File: src/sv/rem_pkg.sv
// Package for regression_error_metrics: widths, limits, controller state type
// and command/status structs shared by controller and datapath.
// No dependencies.
`default_nettype none
package rem_pkg;
	localparam int unsigned MAX_ITEMS_DEF = 65536;
	localparam int unsigned COUNT_W = 17;
	localparam logic [16:0] COUNT_MAX = 17'h1FFFF;
	localparam int unsigned DIV_W = 56;

	typedef enum logic [3:0] {
		ST_IDLE,
		ST_PCT,
		ST_SYM,
		ST_ACC,
		ST_MAE,
		ST_MSE,
		ST_MAPE,
		ST_SMAPE,
		ST_SQRT,
		ST_OUT
	} state_t;

	typedef enum logic [2:0] {
		DV_PCT,
		DV_SYM,
		DV_MAE,
		DV_MSE,
		DV_MAPE,
		DV_SMAPE
	} div_sel_t;

	typedef struct packed {
		logic     load;
		logic     div_start;
		div_sel_t div_sel;
		logic     take_pct;
		logic     take_sym;
		logic     acc;
		logic     take_res;
		logic     sqrt_start;
		logic     clear;
		logic     out_load;
	} cmd_t;

	typedef struct packed {
		logic div_busy;
		logic sqrt_busy;
		logic last;
		logic out_full;
		logic out_take;
	} sts_t;
endpackage
`default_nettype wire

File: src/sv/regression_error_metrics.sv
// regression_error_metrics: MAE, MSE, RMSE, MAPE and SMAPE over a stream of
// signed Q8.8 (true, predicted) pairs.
// Slave channel s_axis_*: one pair per item, tlast marks the final pair.
// Master channel m_axis_*: one result item per final pair.
// Each item takes two 33-bit divisions on the one shared radix-2 divider
// (one quotient bit a cycle), an accumulate step and a return to idle.
// A final pair adds four divisions on the same divider, a square root and
// an output load, which waits while a full output register is not taken.
// One item is in work at a time; s_axis_tready is high only while idle.
// The result sits in an output register; while the receiver stalls the
// block may accept and accumulate further pairs, and holds before loading
// the next result.
// Reset clears count, sums and the output valid flag.
// Depends on rem_pkg, rem_ctrl, rem_dp.
`default_nettype none
module regression_error_metrics #(
	parameter int unsigned MAX_ITEMS = rem_pkg::MAX_ITEMS_DEF
) (
	input  wire logic         clk,
	input  wire logic         arst_n,
	input  wire logic         s_axis_tvalid,
	output logic              s_axis_tready,
	// [15:0] true_value, [31:16] predicted_value
	input  wire logic [31:0]  s_axis_tdata,
	input  wire logic         s_axis_tlast,
	output logic              m_axis_tvalid,
	input  wire logic         m_axis_tready,
	// [15:0] mean_abs_error, [47:16] mean_sq_error, [63:48] root_mean_sq_error,
	// [86:64] mean_abs_pct_error, [102:87] sym_mean_abs_pct_error,
	// [119:103] element_count
	output logic [119:0]      m_axis_tdata
);
	import rem_pkg::*;
	cmd_t cmd;
	sts_t sts;
	logic [119:0] dp_data;

	rem_ctrl u_ctrl (
		.clk(clk), .arst_n(arst_n), .in_valid(s_axis_tvalid),
		.in_ready(s_axis_tready), .sts(sts), .cmd(cmd)
	);
	rem_dp #(.MAX_ITEMS(MAX_ITEMS)) u_dp (
		.clk(clk), .arst_n(arst_n), .true_value(s_axis_tdata[15:0]),
		.predicted_value(s_axis_tdata[31:16]), .last_item(s_axis_tlast),
		.cmd(cmd), .sts(sts), .out_valid(m_axis_tvalid),
		.out_ready(m_axis_tready), .out_data(dp_data)
	);
	assign m_axis_tdata = dp_data;
endmodule
`default_nettype wire

File: src/sv/rem_ctrl.sv
// Controller FSM for regression_error_metrics.
// Depends on rem_pkg.
`default_nettype none
module rem_ctrl (
	input  wire logic          clk,
	input  wire logic          arst_n,
	input  wire logic          in_valid,
	output logic               in_ready,
	input  wire rem_pkg::sts_t sts,
	output rem_pkg::cmd_t      cmd
);
	import rem_pkg::*;
	state_t state_q, state_d;
	logic   go_q;

	always_ff @(posedge clk or negedge arst_n) begin
		if (!arst_n) begin
			state_q <= ST_IDLE;
			go_q <= 1'b0;
		end else begin
			state_q <= state_d;
			go_q <= (state_d != state_q) || (state_q == ST_IDLE && in_valid);
		end
	end

	always_comb begin
		state_d = state_q;
		case (state_q)
			ST_IDLE: if (in_valid) state_d = ST_PCT;
			ST_PCT: if (!go_q && !sts.div_busy) state_d = ST_SYM;
			ST_SYM: if (!go_q && !sts.div_busy) state_d = ST_ACC;
			ST_ACC: state_d = sts.last ? ST_MAE : ST_IDLE;
			ST_MAE: if (!go_q && !sts.div_busy) state_d = ST_MSE;
			ST_MSE: if (!go_q && !sts.div_busy) state_d = ST_MAPE;
			ST_MAPE: if (!go_q && !sts.div_busy) state_d = ST_SMAPE;
			ST_SMAPE: if (!go_q && !sts.div_busy) state_d = ST_SQRT;
			ST_SQRT: if (!go_q && !sts.sqrt_busy) state_d = ST_OUT;
			ST_OUT: if (!sts.out_full || sts.out_take) state_d = ST_IDLE;
			default: state_d = ST_IDLE;
		endcase
	end

	always_comb begin
		cmd = '0;
		cmd.div_sel = DV_PCT;
		in_ready = (state_q == ST_IDLE);
		cmd.load = in_ready && in_valid;
		case (state_q)
			ST_PCT: begin
				cmd.div_sel = DV_PCT;
				cmd.div_start = go_q;
				cmd.take_pct = !go_q && !sts.div_busy;
			end
			ST_SYM: begin
				cmd.div_sel = DV_SYM;
				cmd.div_start = go_q;
				cmd.take_sym = !go_q && !sts.div_busy;
			end
			ST_ACC: cmd.acc = 1'b1;
			ST_MAE: begin
				cmd.div_sel = DV_MAE;
				cmd.div_start = go_q;
				cmd.take_res = !go_q && !sts.div_busy;
			end
			ST_MSE: begin
				cmd.div_sel = DV_MSE;
				cmd.div_start = go_q;
				cmd.take_res = !go_q && !sts.div_busy;
			end
			ST_MAPE: begin
				cmd.div_sel = DV_MAPE;
				cmd.div_start = go_q;
				cmd.take_res = !go_q && !sts.div_busy;
			end
			ST_SMAPE: begin
				cmd.div_sel = DV_SMAPE;
				cmd.div_start = go_q;
				cmd.take_res = !go_q && !sts.div_busy;
			end
			ST_SQRT: cmd.sqrt_start = go_q;
			ST_OUT: begin
				cmd.out_load = !sts.out_full || sts.out_take;
				cmd.clear = cmd.out_load;
			end
			default: ;
		endcase
	end
endmodule
`default_nettype wire

File: src/sv/rem_div.sv
// Radix-2 restoring divider, one quotient bit per cycle, width rem_pkg::DIV_W.
// Depends on rem_pkg.
`default_nettype none
module rem_div (
	input  wire logic                       clk,
	input  wire logic                       arst_n,
	input  wire logic                       start,
	input  wire logic [rem_pkg::DIV_W-1:0]  num,
	input  wire logic [rem_pkg::DIV_W-1:0]  den,
	input  wire logic [5:0]                 nbits,
	output logic                            busy,
	output logic [rem_pkg::DIV_W-1:0]       quo
);
	import rem_pkg::*;
	logic [DIV_W-1:0] rem_q, den_q, num_q;
	logic [5:0]       cnt_q;
	logic [DIV_W:0]   trial;

	assign trial = {rem_q, num_q[DIV_W-1]} - {1'b0, den_q};

	always_ff @(posedge clk or negedge arst_n) begin
		if (!arst_n) begin
			busy <= 1'b0;
			cnt_q <= '0;
		end else if (start) begin
			busy <= 1'b1;
			cnt_q <= nbits;
		end else if (busy) begin
			cnt_q <= cnt_q - 6'd1;
			if (cnt_q == 6'd1) busy <= 1'b0;
		end
	end

	always_ff @(posedge clk) begin
		if (start) begin
			rem_q <= '0;
			den_q <= den;
			num_q <= num << (7'(DIV_W) - 7'(nbits));
			quo <= '0;
		end else if (busy) begin
			num_q <= num_q << 1;
			if (!trial[DIV_W]) begin
				rem_q <= trial[DIV_W-1:0];
				quo <= {quo[DIV_W-2:0], 1'b1};
			end else begin
				rem_q <= {rem_q[DIV_W-2:0], num_q[DIV_W-1]};
				quo <= {quo[DIV_W-2:0], 1'b0};
			end
		end
	end
endmodule
`default_nettype wire

File: src/sv/rem_sqrt.sv
// Iterative 32-bit floor integer square root, two bits per cycle.
// No package dependency.
`default_nettype none
module rem_sqrt (
	input  wire logic        clk,
	input  wire logic        arst_n,
	input  wire logic        start,
	input  wire logic [31:0] val,
	output logic             busy,
	output logic [15:0]      root
);
	logic [31:0] v_q, r_q, b_q;
	logic [31:0] rb;
	assign rb = r_q + b_q;
	assign root = r_q[15:0];

	always_ff @(posedge clk or negedge arst_n) begin
		if (!arst_n) busy <= 1'b0;
		else if (start) busy <= 1'b1;
		else if (busy && b_q[1:0] != 2'b00) busy <= 1'b0;
	end

	always_ff @(posedge clk) begin
		if (start) begin
			v_q <= val;
			r_q <= '0;
			b_q <= 32'h4000_0000;
		end else if (busy) begin
			if (v_q >= rb) begin
				v_q <= v_q - rb;
				r_q <= (r_q >> 1) + b_q;
			end else begin
				r_q <= r_q >> 1;
			end
			b_q <= b_q >> 2;
		end
	end
endmodule
`default_nettype wire

File: src/sv/rem_dp.sv
// Datapath: difference, sums, shared divider, square root, output register.
// Depends on rem_pkg, rem_div, rem_sqrt.
`default_nettype none
module rem_dp #(
	parameter int unsigned MAX_ITEMS = rem_pkg::MAX_ITEMS_DEF
) (
	input  wire logic          clk,
	input  wire logic          arst_n,
	input  wire logic [15:0]   true_value,
	input  wire logic [15:0]   predicted_value,
	input  wire logic          last_item,
	input  wire rem_pkg::cmd_t cmd,
	output rem_pkg::sts_t      sts,
	output logic               out_valid,
	input  wire logic          out_ready,
	output logic [119:0]       out_data
);
	import rem_pkg::*;
	localparam logic [16:0] LIMIT =
		(MAX_ITEMS > 131071) ? COUNT_MAX : 17'(MAX_ITEMS);

	logic [16:0] at_q, ap_q, ad_q;
	logic        last_q;
	logic [16:0] cnt_q;
	logic [31:0] abs_q;
	logic [47:0] sq_q;
	logic [39:0] pct_q;
	logic [33:0] sym_q;
	logic [23:0] pr_q;
	logic [16:0] sr_q;
	logic [33:0] sqr_s1;
	logic [15:0] mae_q, rmse_q, smape_q;
	logic [31:0] mse_q;
	logic [22:0] mape_q;
	logic [16:0] n;
	logic [16:0] tdiff, pdiff, dd;
	logic [17:0] sum_ap;
	logic [DIV_W-1:0] num, den, quo;
	logic [5:0]  nbits;
	logic        div_busy, sqrt_busy;
	logic [15:0] root;
	logic [48:0] sq_add;
	logic [40:0] pct_add;
	logic [34:0] sym_add;
	logic [32:0] abs_add;

	assign tdiff = {true_value[15], true_value};
	assign pdiff = {predicted_value[15], predicted_value};
	assign dd = tdiff - pdiff;
	assign n = (cnt_q == '0) ? 17'd1 : cnt_q;
	assign sum_ap = {1'b0, at_q} + {1'b0, ap_q};

	// sums times 100 as 64 + 32 + 4
	always_comb begin
		num = '0;
		den = '0;
		nbits = 6'd33;
		case (cmd.div_sel)
			DV_PCT: begin
				num = DIV_W'({ad_q, 16'h0});
				den = DIV_W'(at_q);
			end
			DV_SYM: begin
				num = DIV_W'({ad_q, 16'h0});
				den = DIV_W'(sum_ap);
			end
			DV_MAE: begin
				num = DIV_W'(abs_q);
				den = DIV_W'(n);
			end
			DV_MSE: begin
				num = DIV_W'(sq_q);
				den = DIV_W'(n);
				nbits = 6'd48;
			end
			DV_MAPE: begin
				num = DIV_W'({pct_q, 6'h0}) + DIV_W'({pct_q, 5'h0}) + DIV_W'({pct_q, 2'h0});
				den = DIV_W'({n, 8'h0});
				nbits = 6'd47;
			end
			DV_SMAPE: begin
				num = DIV_W'({sym_q, 6'h0}) + DIV_W'({sym_q, 5'h0}) + DIV_W'({sym_q, 2'h0});
				den = DIV_W'({n, 7'h0});
				nbits = 6'd41;
			end
			default: ;
		endcase
	end

	rem_div u_div (
		.clk(clk), .arst_n(arst_n), .start(cmd.div_start), .num(num), .den(den),
		.nbits(nbits), .busy(div_busy), .quo(quo)
	);
	rem_sqrt u_sqrt (
		.clk(clk), .arst_n(arst_n), .start(cmd.sqrt_start), .val(mse_q),
		.busy(sqrt_busy), .root(root)
	);

	assign sts.div_busy = div_busy;
	assign sts.sqrt_busy = sqrt_busy;
	assign sts.last = last_q;
	assign sts.out_full = out_valid;
	assign sts.out_take = out_ready;

	assign abs_add = {1'b0, abs_q} + 33'(ad_q);
	assign sq_add = {1'b0, sq_q} + 49'(sqr_s1);
	assign pct_add = {1'b0, pct_q} + 41'(pr_q);
	assign sym_add = {1'b0, sym_q} + 35'(sr_q);

	always_ff @(posedge clk) begin
		if (cmd.load) begin
			at_q <= tdiff[16] ? -tdiff : tdiff;
			ap_q <= pdiff[16] ? -pdiff : pdiff;
			ad_q <= dd[16] ? -dd : dd;
			last_q <= last_item;
		end
		sqr_s1 <= ad_q * ad_q;
		if (cmd.take_pct)
			pr_q <= (at_q == '0) ? '0 :
				(quo > DIV_W'(24'hFF0000)) ? 24'hFF0000 : quo[23:0];
		if (cmd.take_sym)
			sr_q <= (sum_ap == '0) ? '0 : quo[16:0];
		if (cmd.take_res) begin
			case (cmd.div_sel)
				DV_MAE: mae_q <= (quo > DIV_W'(16'hFFFF)) ? 16'hFFFF : quo[15:0];
				DV_MSE: mse_q <= (quo > DIV_W'(32'hFFFFFFFF)) ? '1 : quo[31:0];
				DV_MAPE: mape_q <= (quo > DIV_W'(23'h7FFFFF)) ? '1 : quo[22:0];
				DV_SMAPE: smape_q <= (quo > DIV_W'(16'hFFFF)) ? '1 : quo[15:0];
				default: ;
			endcase
		end
		rmse_q <= root;
	end

	always_ff @(posedge clk or negedge arst_n) begin
		if (!arst_n) begin
			cnt_q <= '0;
			abs_q <= '0;
			sq_q <= '0;
			pct_q <= '0;
			sym_q <= '0;
		end else if (cmd.clear) begin
			cnt_q <= '0;
			abs_q <= '0;
			sq_q <= '0;
			pct_q <= '0;
			sym_q <= '0;
		end else if (cmd.acc) begin
			if (cnt_q < LIMIT) begin
				cnt_q <= cnt_q + 17'd1;
				abs_q <= abs_add[32] ? '1 : abs_add[31:0];
				sq_q <= sq_add[48] ? '1 : sq_add[47:0];
				pct_q <= pct_add[40] ? '1 : pct_add[39:0];
				sym_q <= sym_add[34] ? '1 : sym_add[33:0];
			end
		end
	end

	always_ff @(posedge clk or negedge arst_n) begin
		if (!arst_n) out_valid <= 1'b0;
		else if (cmd.out_load) out_valid <= 1'b1;
		else if (out_ready) out_valid <= 1'b0;
	end

	always_ff @(posedge clk) begin
		if (cmd.out_load)
			out_data <= {cnt_q, smape_q, mape_q, rmse_q, mse_q, mae_q};
	end
endmodule
`default_nettype wire

File: config.mk
export PLATFORM = sky130hd
export DESIGN_NAME = regression_error_metrics
export DESIGN_NICKNAME = d
export VERILOG_FILES = /design/src/sv/rem_pkg.sv /design/src/sv/regression_error_metrics.sv /design/src/sv/rem_ctrl.sv /design/src/sv/rem_div.sv /design/src/sv/rem_sqrt.sv /design/src/sv/rem_dp.sv
export SDC_FILE = /design/constraint.sdc
export NUM_CORES = 2
export LEC_CHECK = 0
export BUFFER_PORTS_ARGS = -buffer_cell sky130_fd_sc_hd__buf_2
export CORE_AREA = 2 2 372 374
export DETAILED_ROUTE_END_ITERATION = 10
export DIE_AREA = 0 0 374 376
export REMOVE_ABC_BUFFERS = 1
export SLEW_MARGIN = 40
export SYNTH_ARGS = -nofsm -noshare
export SYNTH_HDL_FRONTEND = slang
export SYNTH_SLANG_ARGS = --single-unit
File: constraint.sdc
create_clock -name clk -period 16.6 [get_ports clk]
set_clock_uncertainty 0.15 [all_clocks]
set_input_delay 0 -clock clk [delete_from_list [all_inputs] [get_ports clk]]
set_output_delay 0 -clock clk [all_outputs]
set_load 0.005 [all_outputs]
==> out/qor.yml <==
synthArstFlopShare: 0.229
synth_top_family_by_area: "compound AO/OA/AOI/OAI gates"
synth-edff-count: 413
period_share: 0.455
cp_num_cells: 23
critical-path-top-delay-family: "adder cells"
worstHoldStart: "m_axis_tready"
r2r-end: "u_dp.sqr_s1[33]"
start_util: 0.448
required_ps: 17100
yosysWarningCount: 0
synthAdderAreaFrac: 0.166
finalWirelength_um: 179000
grt_use_total: 0.251
hold_path_class: "input port to flop"
grt_pass1_wl_um: 280000
synth_top_area_frac: 0.203
synth_compound_area_frac: 0.193
clockRootBuffer: "clkbuf_16"
grt_overflow: 0
start_kind: "flop"
cts_buffers: 94
yosysMostFrequentCell: "nor2_1"
drtIter0Drc: 4135
hold_viol: 0
cp_num_buf_inv: 1
cts_resized: 0
io_buffers: 158
synth_cells: 6595
cts.path.max_buffers: 3
synth_area_um2: 61200
critPathLaunch: "u_dp.ad_q[9]"
area_growth_pct: 11.1
grt_max_degree: 88
clock-sinks: 807
status: "complete, no violations"
synthSimpleGateAreaFrac: 0.154
clk_pin_slew_ps: 60
grt_antenna_before_repair: 4
crit_arrival_ps: 8050
synth.largest_area_cell: "edfxtp_1"
crit_path_frequent_cell: "fa_1"
die_h_um: 376
fin_crit_ps: 7560
synthTopCellsByArea: "edfxtp_1, ha_1, dfrtp_1"
routabilityCongestion: 0.963
final_nets: 7448
cts.hold.buffers_added: 78
coreArea_um2: 137000
ys.flop_type: "edfxtp_1"
post_cts_buffers: 0
drive_gt1_frac: 0.0823
rsz0062_at_grt: "no"
die_w_um: 374
tns_ps: 0
clk_latency_ps: 730
rows: 136
ys_types: 106
rr_startpoint: "u_dp.ad_q[9]"
max-cap-violations: 0
syn_area_per_cell_um2: 9.29
synth-xor-area-share: 0.0578
wl_per_cell_um: 20.9
worstMarginPinSlew_ps: 874
die_area_um2: 141000
pin_count: 159
critical_path.endpoint: "u_dp.sqr_s1[33]"
reg2reg_slack_ps: 9040
muxShareOfSynthArea: 0.0402
drcViolationCount: 0
grt_pass1_vias: 48577
vias_per_cell: 5.86
r2r_cells: 23
fin_util: 0.498
ant_nets: 0
setup_violations: 0
cpMaxStageDelayCell: "edfxtp_1"
crit_chain: "nand2_1 > fa_1 > inv_1 > fa_1 > fa_1 > fa_1 > fa_1 > fa_1 > ha_1 > a21o_1 > a21oi_1 > a21boi_0 > o21a_1 > o221ai_1 > a31oi_1 > nand4_1 > and4_1 > or3_1 > nand3_1 > o41ai_1 > o21bai_1 > a21oi_1 > xnor2_1"
num_vias: 50352
ys_top_cells_by_count: "nor2_1, a21oi_1, nand2_1"
yosysSeqAreaShare: 0.346
fmax_mhz: 132
end_kind: "flop"
slew-limit-headroom: 0.417
dpl.hpwl_um: 133000
crit_fanout: 19
criticalPathCategory: "flop to flop"
htree_levels: 3
slew_violations: 0
drtPass1Iterations: 6
synth-seq-cells: 807
max_stage_delay_ps: 890
cts_tree: "yes"
[metrics by stage]
stage               cells  cell area (um^2)  worst slack (ps)  hold WS (ps)
floorplan            6310             60100              3350          -446
global placement     8333             63900              9190         -67.4
detailed placement   8339             64000              9050         -60.3
CTS                  8593             68000              9020          46.0
global route         8596             68000              8560           113
finish               8598             68000              9040           108
[sequential cells by signal, summed over array words and instances, names as in the netlist, 23 cells and up]
name / cells
u_dp.out_data: 120
u_dp.abs_q: 32
u_dp.sym_q: 34
u_dp.u_sqrt.r_q: 32
u_dp.u_div.num_q: 56
u_dp.sqr_s1: 33
u_dp.u_div.rem_q: 56
u_dp.pct_q: 40
u_dp.pr_q: 24
u_dp.sq_q: 48
u_dp.u_div.quo: 56
u_dp.u_div.den_q: 25
u_dp.u_sqrt.v_q: 32
u_dp.mse_q: 32
u_dp.mape_q: 23
[kinds of logic after synthesis]
family                   Yosys count
AND/OR/NAND/NOR                 1939
AO/OA/AOI/OAI                   1825
flip-flops                       807
buffers and inverters            705
adder cells (fa/ha/maj)          689
XOR/XNOR                         404
multiplexers                     225
other                              1
[layout make-up]
class	count	area, um^2
sequential	807	21200
clock buffer	110	2450
tap	1794	2240
clock inverter	66	743
fill	12679	68600
timing repair buffer	316	2240
multi-input combinational	5084	37500
inverter	419	1580
antenna	2	5.00
[worst min path at each step]
stage	to	slack, ps	cells after the start
6_report	u_dp.out_valid	110	4
5_1_grt	u_dp.ap_q[14]	110	3
4_1_cts	u_dp.at_q[13]	50	3
3_5_place_dp	u_dp.sym_q[14]	-60	1
3_3_place_gp	u_dp.sym_q[14]	-70	1
2_1_floorplan	u_ctrl.go_q	-450	0
[tightest hold or removal path, delay by kind of cell]
family	cells	cell delay (ps)
buf+inv	2	700
simple gates	2	220
[metal layers]
metal / vias to the layer above / global-route usage / part of all wire / wire [um]
li1: 24220 / - / - / -
met1: 24443 / 0.341 / 0.44 / 79400
met2: 1387 / 0.407 / 0.46 / 82700
met3: 298 / 0.0310 / 0.055 / 9930
met4: 4 / 0.101 / 0.040 / 7210
met5: - / 0 / 0.00013 / 23
[cell usage in the layout, fill, tap and decap left out, drive strengths merged, types with 185 or more instances in the layout]
cell type and instances:
nor2 541, a21oi 538, nand2 500, ha 486, inv 421, edfxtp 413
o21ai 374, xnor2 249, buf 238, dfxtp 209, fa 203, mux2i 185
dfrtp 185
Power is left out: the tool's default activity adds up to more than one toggle a clock period on the data nets, which glitch-free logic cannot reach.
